### src/hdl/morse_trie_codec_unit_macros.svh
// Assertion macros of the morse trie codec RTL.
`ifndef MORSE_TRIE_CODEC_UNIT_MACROS_SVH
`define MORSE_TRIE_CODEC_UNIT_MACROS_SVH

// Same-cycle implication, disabled while reset is held.
`define MTC_ASSERT_IMP(lbl, clk, rst_n, ante, cons) \
    lbl: assert property (@(posedge clk) disable iff (!rst_n) (ante) |-> (cons)) \
        else $error("morse_trie_codec_unit: check failed");

// Next-cycle implication, disabled while reset is held.
`define MTC_ASSERT_NXT(lbl, clk, rst_n, ante, cons) \
    lbl: assert property (@(posedge clk) disable iff (!rst_n) (ante) |=> (cons)) \
        else $error("morse_trie_codec_unit: check failed");

`endif

### src/hdl/mtc_pkg.sv
// Types, codes and constants of the morse trie codec.
`timescale 1ns / 1ps
`default_nettype none

package mtc_pkg;

    // Default tree depth in code elements
    localparam int MAX_DEPTH_DEF = 7;

    // Field widths
    localparam int CHAR_W   = 8;
    localparam int CODE_W   = 7;
    localparam int LEN_W    = 3;
    localparam int REQ_W    = 2;
    localparam int STATUS_W = 2;

    // Request codes
    localparam logic [REQ_W-1:0] REQ_INSERT = 2'd0;
    localparam logic [REQ_W-1:0] REQ_DECODE = 2'd1;
    localparam logic [REQ_W-1:0] REQ_ENCODE = 2'd2;

    // Status codes
    localparam logic [STATUS_W-1:0] STAT_DONE      = 2'd0;
    localparam logic [STATUS_W-1:0] STAT_EMPTY     = 2'd1;
    localparam logic [STATUS_W-1:0] STAT_NOT_FOUND = 2'd2;

    // Characters
    localparam logic [CHAR_W-1:0] CHAR_QUERY   = 8'h3F;
    localparam logic [CHAR_W-1:0] CHAR_LOWER_A = 8'h61;
    localparam logic [CHAR_W-1:0] CHAR_LOWER_Z = 8'h7A;
    localparam logic [CHAR_W-1:0] CHAR_CASE    = 8'h20;

    typedef struct packed {
        logic [REQ_W-1:0]  req_type;
        logic [CHAR_W-1:0] char_in;
        logic [CODE_W-1:0] code_in;
        logic [LEN_W-1:0]  code_len_in;
    } t_req;

    typedef struct packed {
        logic [CHAR_W-1:0]   char_out;
        logic [CODE_W-1:0]   code_out;
        logic [LEN_W-1:0]    code_len_out;
        logic [STATUS_W-1:0] status;
    } t_rsp;

endpackage

`default_nettype wire

### src/hdl/morse_trie_codec_unit.sv
// Top level of the morse trie codec: sequencer over the node memories.
//
//  channel | direction | handshake                 | payload
//  --------+-----------+---------------------------+-----------
//  request | in        | i_in_valid / o_in_ready   | i_in_data
//  result  | out       | o_out_valid / i_out_ready | o_out_data
//
// After reset a clearing pass walks all 2^(MAX_DEPTH+1)-1 nodes, one per cycle;
// no request is taken meanwhile.
// Encode visits the nodes with one read of the node memories per cycle.
// A finished result waits in the output register while the next request runs.
`timescale 1ns / 1ps
`default_nettype none

module morse_trie_codec_unit
    import mtc_pkg::*;
#(
    parameter int MAX_DEPTH = MAX_DEPTH_DEF
) (
    input  wire logic i_clk,
    input  wire logic i_rst_n,
    input  wire logic i_in_valid,
    output      logic o_in_ready,
    input  wire t_req i_in_data,
    output      logic o_out_valid,
    input  wire logic i_out_ready,
    output      t_rsp o_out_data
);

`include "morse_trie_codec_unit_macros.svh"

    localparam int NODE_COUNT = (1 << (MAX_DEPTH + 1)) - 1;
    localparam int AW         = $clog2(NODE_COUNT);
    localparam int DW         = $clog2(MAX_DEPTH + 1);
    localparam int EXT_W      = MAX_DEPTH + CODE_W;

    localparam logic [2:0] ST_CLR  = 3'd0;
    localparam logic [2:0] ST_IDLE = 3'd1;
    localparam logic [2:0] ST_INS  = 3'd2;
    localparam logic [2:0] ST_DEC  = 3'd3;
    localparam logic [2:0] ST_SCAN = 3'd4;
    localparam logic [2:0] ST_RES  = 3'd5;

    // Heap index of the node at the end of a path: 2^d - 1 plus the path bits,
    // first element as most significant bit.
    function automatic logic [AW-1:0] idx_of(input logic [MAX_DEPTH-1:0] p,
                                             input logic [DW-1:0] d);
        logic [AW-1:0] acc;
        acc = '0;
        for (int j = 0; j < MAX_DEPTH; j++) begin
            if (j < int'(d)) begin
                acc = {acc[AW-2:0], p[j]};
            end
        end
        return acc + ((AW'(1) << d) - AW'(1));
    endfunction

    logic [2:0]           r_state, n_state;
    logic [AW-1:0]        r_idx, n_idx;
    logic [MAX_DEPTH-1:0] r_path, n_path;
    logic [DW-1:0]        r_depth, n_depth;
    logic [DW-1:0]        r_len, n_len;
    logic [CHAR_W-1:0]    r_char, n_char;
    logic                 r_tree, n_tree;
    t_rsp                 r_res, n_res;
    logic                 r_ov, n_ov;
    t_rsp                 r_out, n_out;

    logic                 we_vld, we_chr;
    logic [AW-1:0]        waddr;
    logic                 wdata_vld;
    logic [CHAR_W-1:0]    wdata_chr;
    logic                 rd_vld;
    logic [CHAR_W-1:0]    rd_chr;

    logic [EXT_W-1:0]     code_ext;
    logic [EXT_W-1:0]     path_ext;
    logic [DW-1:0]        len_clamp;
    logic [CHAR_W-1:0]    char_up;
    logic                 hit;
    logic                 skip_found;
    logic [DW-1:0]        skip_k;
    logic [MAX_DEPTH-1:0] skip_path;
    logic                 out_free;

    // Node exists flags
    mtc_ram #(
        .WIDTH (1),
        .DEPTH (NODE_COUNT)
    ) u_vld_ram (
        .i_clk   (i_clk),
        .i_we    (we_vld),
        .i_waddr (waddr),
        .i_wdata (wdata_vld),
        .i_raddr (n_idx),
        .o_rdata (rd_vld)
    );

    // Node characters
    mtc_ram #(
        .WIDTH (CHAR_W),
        .DEPTH (NODE_COUNT)
    ) u_chr_ram (
        .i_clk   (i_clk),
        .i_we    (we_chr),
        .i_waddr (waddr),
        .i_wdata (wdata_chr),
        .i_raddr (n_idx),
        .o_rdata (rd_chr)
    );

    // Decode request fields
    always_comb begin
        code_ext = EXT_W'(i_in_data.code_in);
        if (int'(i_in_data.code_len_in) > MAX_DEPTH) begin
            len_clamp = DW'(MAX_DEPTH);
        end else begin
            len_clamp = DW'(i_in_data.code_len_in);
        end
        if (i_in_data.char_in >= CHAR_LOWER_A && i_in_data.char_in <= CHAR_LOWER_Z) begin
            char_up = i_in_data.char_in - CHAR_CASE;
        end else begin
            char_up = i_in_data.char_in;
        end
    end

    // Find the next preorder node past the current subtree:
    // deepest dot element on the path turns into a dash.
    always_comb begin
        skip_found = 1'b0;
        skip_k     = '0;
        for (int j = 0; j < MAX_DEPTH; j++) begin
            if (j < int'(r_depth) && !r_path[j]) begin
                skip_found = 1'b1;
                skip_k     = DW'(j);
            end
        end
        for (int j = 0; j < MAX_DEPTH; j++) begin
            if (j < int'(skip_k)) begin
                skip_path[j] = r_path[j];
            end else begin
                skip_path[j] = (j == int'(skip_k));
            end
        end
    end

    assign hit      = rd_vld && (rd_chr == r_char);
    assign path_ext = EXT_W'(r_path);
    assign out_free = !r_ov || i_out_ready;

    // Sequencer
    always_comb begin
        n_state   = r_state;
        n_idx     = r_idx;
        n_path    = r_path;
        n_depth   = r_depth;
        n_len     = r_len;
        n_char    = r_char;
        n_tree    = r_tree;
        n_res     = r_res;
        n_ov      = r_ov && !i_out_ready;
        n_out     = r_out;
        we_vld    = 1'b0;
        we_chr    = 1'b0;
        waddr     = r_idx;
        wdata_vld = 1'b0;
        wdata_chr = '0;

        case (r_state)
            // Clear both memories one node a cycle
            ST_CLR: begin
                we_vld = 1'b1;
                we_chr = 1'b1;
                if (r_idx == AW'(NODE_COUNT - 1)) begin
                    n_idx   = '0;
                    n_state = ST_IDLE;
                end else begin
                    n_idx = r_idx + AW'(1);
                end
            end

            // Take a transaction and start its walk
            ST_IDLE: begin
                if (i_in_valid) begin
                    n_res   = '0;
                    n_len   = len_clamp;
                    n_path  = code_ext[MAX_DEPTH-1:0];
                    n_depth = '0;
                    case (i_in_data.req_type)
                        REQ_INSERT: begin
                            n_char  = i_in_data.char_in;
                            n_tree  = 1'b1;
                            n_state = ST_INS;
                        end
                        REQ_DECODE: begin
                            if (!r_tree) begin
                                n_res.char_out = CHAR_QUERY;
                                n_res.status   = STAT_EMPTY;
                                n_state        = ST_RES;
                            end else begin
                                n_idx   = idx_of(code_ext[MAX_DEPTH-1:0], len_clamp);
                                n_state = ST_DEC;
                            end
                        end
                        REQ_ENCODE: begin
                            n_char = char_up;
                            // Start the scan at the root with an all-dot path
                            n_path = '0;
                            if (!r_tree) begin
                                n_res.status = STAT_EMPTY;
                                n_state      = ST_RES;
                            end else begin
                                n_idx   = '0;
                                n_state = ST_SCAN;
                            end
                        end
                        default: begin
                            n_state = ST_RES;
                        end
                    endcase
                end
            end

            // Mark each node on the path, store the character at its end
            ST_INS: begin
                we_vld    = 1'b1;
                wdata_vld = 1'b1;
                waddr     = idx_of(r_path, r_depth);
                wdata_chr = r_char;
                if (r_depth == r_len) begin
                    we_chr  = 1'b1;
                    n_state = ST_RES;
                end else begin
                    n_depth = r_depth + DW'(1);
                end
            end

            // Read back the addressed node
            ST_DEC: begin
                n_res.char_out = rd_vld ? rd_chr : '0;
                n_state        = ST_RES;
            end

            // Dot-first preorder scan, one node per cycle
            ST_SCAN: begin
                if (hit) begin
                    n_res.code_out     = path_ext[CODE_W-1:0];
                    n_res.code_len_out = LEN_W'(r_depth);
                    n_res.status       = STAT_DONE;
                    n_state            = ST_RES;
                end else if (rd_vld && int'(r_depth) < MAX_DEPTH) begin
                    n_depth = r_depth + DW'(1);
                    n_idx   = idx_of(r_path, r_depth + DW'(1));
                end else if (skip_found) begin
                    n_path  = skip_path;
                    n_depth = skip_k + DW'(1);
                    n_idx   = idx_of(skip_path, skip_k + DW'(1));
                end else begin
                    n_res.status = STAT_NOT_FOUND;
                    n_state      = ST_RES;
                end
            end

            // Hand the result to the output register once it is free
            ST_RES: begin
                if (out_free) begin
                    n_out   = r_res;
                    n_ov    = 1'b1;
                    n_state = ST_IDLE;
                end
            end

            default: begin
                n_state = ST_IDLE;
            end
        endcase
    end

    // Control registers
    always_ff @(posedge i_clk) begin
        if (!i_rst_n) begin
            r_state <= ST_CLR;
            r_idx   <= '0;
            r_tree  <= 1'b0;
            r_ov    <= 1'b0;
        end else begin
            r_state <= n_state;
            r_idx   <= n_idx;
            r_tree  <= n_tree;
            r_ov    <= n_ov;
        end
    end

    // Payload registers
    always_ff @(posedge i_clk) begin
        r_path  <= n_path;
        r_depth <= n_depth;
        r_len   <= n_len;
        r_char  <= n_char;
        r_res   <= n_res;
        r_out   <= n_out;
    end

    assign o_in_ready  = (r_state == ST_IDLE);
    assign o_out_valid = r_ov;
    assign o_out_data  = r_out;

    // Checks
    `MTC_ASSERT_IMP(a_clr_tree_empty, i_clk, i_rst_n, r_state == ST_CLR, !r_tree)
    `MTC_ASSERT_IMP(a_scan_depth, i_clk, i_rst_n, r_state == ST_SCAN, int'(r_depth) <= MAX_DEPTH)
    `MTC_ASSERT_IMP(a_out_from_res, i_clk, i_rst_n, $rose(o_out_valid), $past(r_state) == ST_RES)
    `MTC_ASSERT_IMP(a_notfound_zero, i_clk, i_rst_n, o_out_valid && o_out_data.status == STAT_NOT_FOUND, o_out_data.code_out == '0 && o_out_data.code_len_out == '0)
    `MTC_ASSERT_NXT(a_ins_ends, i_clk, i_rst_n, r_state == ST_INS && r_depth == r_len, r_state == ST_RES)

endmodule

`default_nettype wire

### src/hdl/mtc_ram.sv
// Generic simple dual-port RAM with registered read.
`timescale 1ns / 1ps
`default_nettype none

module mtc_ram #(
    parameter int WIDTH = 8,
    parameter int DEPTH = 255
) (
    input  wire logic                     i_clk,
    input  wire logic                     i_we,
    input  wire logic [$clog2(DEPTH)-1:0] i_waddr,
    input  wire logic [WIDTH-1:0]         i_wdata,
    input  wire logic [$clog2(DEPTH)-1:0] i_raddr,
    output      logic [WIDTH-1:0]         o_rdata
);

    logic [WIDTH-1:0] r_mem [DEPTH];

    // Write port
    always_ff @(posedge i_clk) begin
        if (i_we) begin
            r_mem[i_waddr] <= i_wdata;
        end
    end

    // Registered read port
    always_ff @(posedge i_clk) begin
        o_rdata <= r_mem[i_raddr];
    end

endmodule

`default_nettype wire

### config.mk
export PLATFORM = sky130hd
export DESIGN_NAME = morse_trie_codec_unit
export DESIGN_NICKNAME = d
export VERILOG_FILES = /design/src/hdl/mtc_pkg.sv /design/src/hdl/morse_trie_codec_unit.sv /design/src/hdl/mtc_ram.sv
export VERILOG_INCLUDE_DIRS = /design/src /design/src/hdl
export SDC_FILE = /design/constraint.sdc
export NUM_CORES = 2
export LEC_CHECK = 0
export BUFFER_PORTS_ARGS = -buffer_cell sky130_fd_sc_hd__clkbuf_2
export CORE_AREA = 5 5 413 516
export CTS_CLUSTER_SIZE = 20
export DETAILED_ROUTE_END_ITERATION = 7
export DIE_AREA = 0 0 418 521
export GPL_ROUTABILITY_DRIVEN = 0
export PLACE_DENSITY = 0.65
export SYNTH_ARGS = -nofsm -noshare
export SYNTH_HDL_FRONTEND = slang
export SYNTH_SLANG_ARGS = --single-unit
### constraint.sdc
create_clock -name i_clk -period 7.1 [get_ports i_clk]
set_input_delay 0.355 -clock i_clk [delete_from_list [all_inputs] [get_ports i_clk]]
set_output_delay 0.355 -clock i_clk [all_outputs]
set_load 0.01 [all_outputs]
==> Word-level counts from Yosys, hierarchy flattened <==
Memory sizes are Yosys's and may differ from the RTL's. A register that Yosys moved wholly into a read port is not among the register bits.
Cells that the tools add are included.
{ "op_classes": {"addsub": 12, "mul": 0, "n_div": 0, "order_cmp": 38, "eq_ne": 28, "shift": 4, "muxes": 118, "bitwise_logic": 0, "reduce_logical": 40} }
{ "op_table": {"columns": ["cell", "count"], "rows": [
  ["$mux W8", 47],
  ["$mux W3", 18],
  ["$pmux W8 S2", 3],
  ["$lt A3 B3 Y1 const A", 15],
  ["$mux W7", 5],
  ["$add A8 B8 Y8", 4],
  ["$shl A1 B3 Y8 const A", 4],
  ["$sub A8 B1 Y8 const B", 4],
  ["$mux W1", 31],
  ["$lt A1 B3 Y1 const A", 10],
  ["$lt A2 B3 Y1 const A", 10],
  ["$pmux W12 S2", 1],
  ["$pmux W8 S3", 1],
  ["$mux W20", 1],
  ["$ne A2 B2 Y1 const B", 9],
  ["$pmux W3 S3", 2],
  ["$pmux W3 S6", 1],
  ["$pmux W7 S2", 1],
  ["$eq A3 B3 Y1 const A", 4],
  ["$mux W6", 2],
  ["$logic_and A1 B1 Y1", 11],
  ["$mux W10", 1],
  ["$reduce_and A5 Y1", 2],
  ["$logic_not A1 Y1", 9],
  ["other kinds (28)", 44]
]} }
{ "word_totals": {"reg_bits": 74, "latchBits": 0, "mem_bits_rw": 2295, "mem_bits_ro": 0, "inputBits": 24, "out_inout_bits": 22, "n_memories": 2} }
{ "mem_list": {"columns": ["memory", "words", "word_bits", "rd", "rd_ports_with_merged_regs", "wr", "line", "rtl"], "rows": [
  ["u_chr_ram.r_mem", 255, 8, 1, 1, 1, "mtc_ram.sv:17", "logic [WIDTH-1:0] r_mem [DEPTH];"],
  ["u_vld_ram.r_mem", 255, 1, 1, 1, 1, "mtc_ram.sv:17", null]
]} }

==> Depth between registers and ports, before layout <==
{ "depth": {"word_depth": 26, "mapped_depth": 33, "depth_no_buf": 28} }

==> Hierarchy <==
From an unflattened synthesis, not the netlist that was laid out.
{ "hier_totals": {"cells_unflattened": 5462, "area_unflattened_um2": 98390.6} }
{ "by_module_without_submodules": {"columns": ["mod", "n_inst", "cells_per_inst", "area_each_um2", "seq_area_each_um2"], "rows": [
  ["mtc_ram at u_chr_ram", 1, 3910, 80485.9, 61418.9],
  ["mtc_ram at u_vld_ram", 1, 782, 11208.2, 7677.4],
  ["morse_trie_codec_unit", 1, 770, 6696.4, 2092.0]
]} }

==> Worst setup path before layout <==
Ideal clock, no wire load.
{ "synth_path": {"path_kind": "register to register", "start": "register r_state[0]", "end": "memory u_chr_ram.r_mem[176][0], enable pin", "setup_time_ns": 0.370, "arrival_time_ns": 6.723, "required_ns": 6.730, "path_slack_ns": 0.007, "stages_incl_launch_ff": 12, "path_buffers": 4, "cell_sequence": "dfxtp_1 > buf_2 > nor2_1 > clkbuf_1 > nand2_1 > inv_1 > buf_1 > nand2_1 > o32ai_1 > nand3_1 > clkbuf_1 > nor2_1"} }
{ "synth_via": {"elab_chain_cells": 4} }
{ "synth_rtl": {"columns": ["element", "line", "rtl"], "rows": [
  ["start: declaration", "morse_trie_codec_unit.sv:58", "logic [2:0] r_state, n_state;"],
  ["start signal: assignment", "morse_trie_codec_unit.sv:287", "r_state <= n_state;"],
  ["$eq A3 B2 Y1 / $logic_not A3 Y1 (equally long branches)", "morse_trie_codec_unit.sv:169", "case (r_state)"],
  ["$pmux W1 S2", "morse_trie_codec_unit.sv:169", null],
  ["$mux W1", "mtc_ram.sv:21", "if (i_we) begin"],
  ["$mux W1 (implied by the code)", "mtc_ram.sv:22", "r_mem[i_waddr] <= i_wdata;"],
  ["end: declaration", "mtc_ram.sv:17", null]
]} }
Parallel ways exist; a longest one is shown, timed or not.

==> Final worst setup path <==
{ "layout_path": {"start": "register r_depth[2]", "end": "register u_chr_ram.o_rdata[3] (read register of u_chr_ram.r_mem)"} }
{ "layout_via": {"elab_chain_cells": 26} }
{ "layout_rtl": {"columns": ["element", "line", "rtl"], "rows": [
  ["start: declaration", "morse_trie_codec_unit.sv:61", "logic [DW-1:0] r_depth, n_depth;"],
  ["start signal: assignment", "morse_trie_codec_unit.sv:297", "r_depth <= n_depth;"],
  ["$lt A1 B3 Y1", "morse_trie_codec_unit.sv:133", "if (j < int'(r_depth) && !r_path[j]) begin"],
  ["$logic_and A1 B1 Y1", "morse_trie_codec_unit.sv:133", null],
  ["$mux W1", "morse_trie_codec_unit.sv:133", null],
  ["$mux W3 (5 in series)", "morse_trie_codec_unit.sv:133", null],
  ["$add A3 B1 Y3, or another cell as far along", "morse_trie_codec_unit.sv:257", "n_idx = idx_of(skip_path, skip_k + DW'(1));"],
  ["$lt A1 B3 Y1 / $mux W1 (equally long branches)", "morse_trie_codec_unit.sv:51, morse_trie_codec_unit.sv:139", null],
  ["$mux W1", "morse_trie_codec_unit.sv:51", "if (j < int'(d)) begin"],
  ["$mux W8 (6 in series)", "morse_trie_codec_unit.sv:51", null],
  ["$mux W8", "morse_trie_codec_unit.sv:254", "end else if (skip_found) begin"],
  ["$mux W8", "morse_trie_codec_unit.sv:251", "end else if (rd_vld && int'(r_depth) < MAX_DEPTH) begin"],
  ["$mux W8", "morse_trie_codec_unit.sv:246", "if (hit) begin"],
  ["$mux W8", "morse_trie_codec_unit.sv:169", null],
  ["$add A8 B8 Y8", "morse_trie_codec_unit.sv:55", "return acc + ((AW'(1) << d) - AW'(1));"],
  ["$mux W8", "morse_trie_codec_unit.sv:254", null],
  ["$mux W8 *", "morse_trie_codec_unit.sv:251", null],
  ["$mux W8 *", "morse_trie_codec_unit.sv:246", null],
  ["$pmux W8 S3 *", "morse_trie_codec_unit.sv:169", null],
  ["end: declaration", "mtc_ram.sv:14", "output logic [WIDTH-1:0] o_rdata"]
]} }
Mark *: on every way between the ends. The rest lies on a longest branch, timed or not. The select of a mux whose other input is x is not followed.
A chain may end at the register's enable or synchronous reset.

==> flow_metrics.py <==
metrics = {
    "run_status": {
        "status": "finished, final reports clean",
    },
    "flow_run": {
        "maxCapViolations": 0,
    },
    "synth": {
        "synth_sequential_area_ratio_pct": 72.0,
        "synth-simple-area-share_pct": 12.4,
        "yosys.area_share.xor_xnor_pct": 0.324,
        "synth.lib_cells_used.distinct": 85,
        "dominant_combinational_cell_family_by_area_after_synthesis": "simple AND/OR/NAND/NOR gates",
        "syn_nets": 7487,
        "syn_inst": 7387,
        "synth_adder_area_share_pct": 0.992,
        "post_synth_mux_area_share_pct": 4.28,
        "synthFlopType": "sky130_fd_sc_hd__edfxtp_1",
        "synth_enable_flop_cells": 2356,
        "netlist_area_um2": 98900,
        "yosysWarningCount": 0,
        "synth-compound-area-share_pct": 7.40,
        "post_synth.cell_area_avg_um2": 13.4,
        "async_reset_ff_share_pct": 0,
        "synth_seq_cells": 2378,
    },
    "power": {
        "switching_share_pct": 26.7,
        "cellLeakagePower_nw": 35.8,
        "power_density_nw_per_um2": 280,
        "vdd_ir_drop_max_mv": 0.229,
        "power_switching_mw": 8.34,
        "p_seq_share_pct": 49.2,
        "power_mw": 31.3,
        "pwr-share-comb_pct": 14.4,
        "pwr-share-clk_pct": 36.4,
        "pint_mw": 22.9,
    },
    "worst_hold_path": {
        "hold_path.class": "primary input to flop",
        "hold_path_depth": 5,
    },
    "floorplanning": {
        "chipWidth_um": 418,
        "core_region_area_um2": 207000,
        "die_y_um": 521,
        "rows": 187,
        "start_util_pct": 47.7,
        "top_level_ports": 46,
        "fp.dieArea_um2": 218000,
    },
    "setup_path": {
        "timing.critical_path.to_type": "flop",
        "crit_path_max_incr_delay_ns": 0.51,
        "worst_path_most_repeated_cell": "sky130_fd_sc_hd__ha_1",
        "worstPathMaxFanout": 14,
        "r2r.worst_path.cells": 30,
        "worstSetupStartpointType": "flop",
        "worstPathRequired_ns": 7.86,
        "setup.worst_path.class": "flop to flop",
        "critical-path-slowest-cell": "sky130_fd_sc_hd__o41ai_2",
        "worst-endpoint-arrival_ns": 7.67,
    },
    "detailed_routing": {
        "vias_per_cell": 6.24,
        "via_count": 65500,
        "drt-total-wl_mm": 302,
        "drc": 0,
        "final_antenna_net_count": 0,
        "drt-initial-drc-count": 9511,
        "first_pass_iters": 6,
        "routedWlPerCell_um": 28.8,
    },
    "clocking": {
        "clk_pin_slew_ns": 0.06,
        "cts.sink_count": 2378,
        "clock_tree.buffer_depth": 3,
        "h-tree-depth": 4,
        "cts-buffers-inserted": 215,
        "worst_skew_pair.late_latency_ns": 0.90,
        "clock_tree.root_cell": "sky130_fd_sc_hd__clkbuf_16",
        "cts_tree": "yes",
    },
    "timing": {
        "final-setup-viol-count": 0,
        "timing_hold_violations_final": 0,
        "max_clock_freq_ghz": 0.145,
        "final.period_utilization_pct": 97.4,
        "max_slew_margin_pct": 20.1,
        "worst_pin_slew_ns": 1.20,
        "setup_tns_ns": 0,
        "final.min_clock_period_ns": 6.92,
        "fin_worst_skew_ns": 0.0745,
        "timing_max_transition_violations_final": 0,
    },
    "layout": {
        "finish.net_count": 7665,
        "filler_cell_count": 16800,
        "layout-drive-gt1-share_pct": 12.0,
        "area_growth_pct": 13.0,
    },
    "place": {
        "hpwl_mm": 191,
        "numPortBuffers": 45,
    },
    "global_route": {
        "antenna_found_initial": 10,
        "overflow": 0,
        "grt_first_pass_wirelength_mm": 437,
        "gr-usage-all-layers_pct": 27.2,
        "grt_max_degree": 193,
        "vias_in_the_first_global_route": 63000,
    },
}
-- final timing paths --
kind	start	endpoint	slack, ns
max	r_depth[2]	u_chr_ram.o_rdata[3]	0.18
min	i_in_data[19]	r_tree	0.08
max reg2reg	r_depth[2]	u_chr_ram.o_rdata[3]	0.18
min reg2reg	r_res[2]	o_out_data[2]	0.42
-- registers in the layout, indices dropped and copies added (netlist names), 7 cells and up --
| signal | flops |
|---|---|
| u_chr_ram.r_mem | 2040 |
| u_vld_ram.r_mem | 255 |
| o_out_data | 20 |
| r_res | 20 |
| r_char | 8 |
| r_idx | 8 |
| u_chr_ram.o_rdata | 8 |
| r_path | 7 |
-- logic make-up after synthesis --
family                   count (synthesis)
multiplexers                           337
AO/OA/AOI/OAI                         1116
buffers and inverters                  605
adder cells (fa/ha/maj)                 76
AND/OR/NAND/NOR                       2840
flip-flops                            2378
XOR/XNOR                                35
-- per-stage QoR --
stage	std cells	util, %	area (um^2)	setup WS (ns)	hold WS, ns
after floorplan	7387	-	98900	0.00670	0.400
after global placement	10100	50.3	104000	-0.517	0.402
after detailed placement	10100	50.3	104000	-0.440	0.407
after CTS	10500	53.8	111000	0.00639	0.0223
after global routing	10500	53.9	112000	-0.0325	0.0596
final	10500	53.9	112000	0.183	0.0751
-- timing repair --
item / in CTS / in global routing
hold buffers: 25 / 0
gates resized for setup: 6 / 51
hold endpoints to repair: 31 / 0
pin swaps: 0 / 8
buffers inserted: 0 / 7
cloned: 0 / 0
endpoints found under the setup margin: 9 / 9
-- power by group through the flow --
stage	Sequential [mW]	Combinational, mW	Clock (mW)
floorplan	15.6	2.43	0
global placement	15.7	4.34	0
detailed placement	15.7	4.35	0
CTS	15.4	4.38	11.5
global route	15.4	4.71	12.1
finish	15.4	4.51	11.4
-- cell type report --
cell class / instances / area, um^2 / area share, %
well taps: 2740 / 3430 / 3.07
clock buffers: 283 / 5760 / 5.15
clock inverters: 119 / 1130 / 1.01
multi-input cells: 4404 / 25600 / 22.9
inverters: 85 / 324 / 0.290
repair buffers: 481 / 4330 / 3.88
flip-flops and latches: 2378 / 71200 / 63.7
diodes: 4 / 10.0 / 0.00896
-- critical path, delay by kind of cell (launching register included) --
family / cells / cell delay [ns]
buf+inv: 5 / 0.76
simple gates: 4 / 0.77
xor+xnor: 1 / 0.12
compound gates: 12 / 2.63
mux: 4 / 0.97
fa+ha+maj: 4 / 1.10
flops: 1 / 0.41
-- cell usage after synthesis (all sizes together), types with 22 or more instances --
cell type	n	area share, %
mux4	68	1.5
nand4	57	0.37
inv	84	0.32
o22ai	69	0.44
o21ai	84	0.43
a31oi	141	0.89
a22oi	99	0.75
mux2i	264	2.7
nor4	64	0.42
clkbuf	232	0.88
a211oi	144	1.1
edfxtp	2356	72
a311oi	32	0.28
and3	152	0.96
a21oi	347	1.8
nand2	1402	5.3
buf	288	1.5
nor3	32	0.19
nand3	448	2.3
dfxtp	22	0.45
nor2	611	2.3
a2111oi	33	0.30
ha	72	0.91
xnor2	23	0.20
-- routing by layer --
| metal | up-vias | GRT usage, % | part of all wire, % |
|---|---|---|---|
| li1 | 28000 | - | - |
| met1 | 32700 | 35.2 | 36 |
| met2 | 3973 | 43.0 | 47 |
| met3 | 795 | 5.76 | 10 |
| met4 | 4 | 15.0 | 6.3 |
| met5 | - | 0 | 0.0086 |
-- layout by cell type, fill, tap and decap left out, types with 20 or more instances in the layout --
cell                            count
sky130_fd_sc_hd__edfxtp_1        2356
sky130_fd_sc_hd__nand2_1         1393
sky130_fd_sc_hd__nor2_1           596
sky130_fd_sc_hd__nand3_1          444
sky130_fd_sc_hd__buf_4            346
sky130_fd_sc_hd__a21oi_1          340
sky130_fd_sc_hd__mux2i_1          260
sky130_fd_sc_hd__clkbuf_16        217
sky130_fd_sc_hd__and3_1           144
sky130_fd_sc_hd__a211oi_1         142
sky130_fd_sc_hd__a31oi_1          141
sky130_fd_sc_hd__a22oi_1           98
sky130_fd_sc_hd__inv_1             81
sky130_fd_sc_hd__o21ai_0           75
sky130_fd_sc_hd__ha_1              72
sky130_fd_sc_hd__mux4_2            68
sky130_fd_sc_hd__o22ai_1           67
sky130_fd_sc_hd__buf_12            61
sky130_fd_sc_hd__nor4_1            58
sky130_fd_sc_hd__clkbuf_1          58
sky130_fd_sc_hd__nand4_1           55
sky130_fd_sc_hd__clkinv_1          48
sky130_fd_sc_hd__clkbuf_2          45
sky130_fd_sc_hd__clkinv_2          37
sky130_fd_sc_hd__a311oi_1          32
sky130_fd_sc_hd__dlygate4sd3_1     25
sky130_fd_sc_hd__nor3_1            24
sky130_fd_sc_hd__a2111oi_0         24
sky130_fd_sc_hd__xnor2_1           22
sky130_fd_sc_hd__dfxtp_1           22
sky130_fd_sc_hd__and2_1            20
Note: power is estimated with default switching activity, not from simulation.
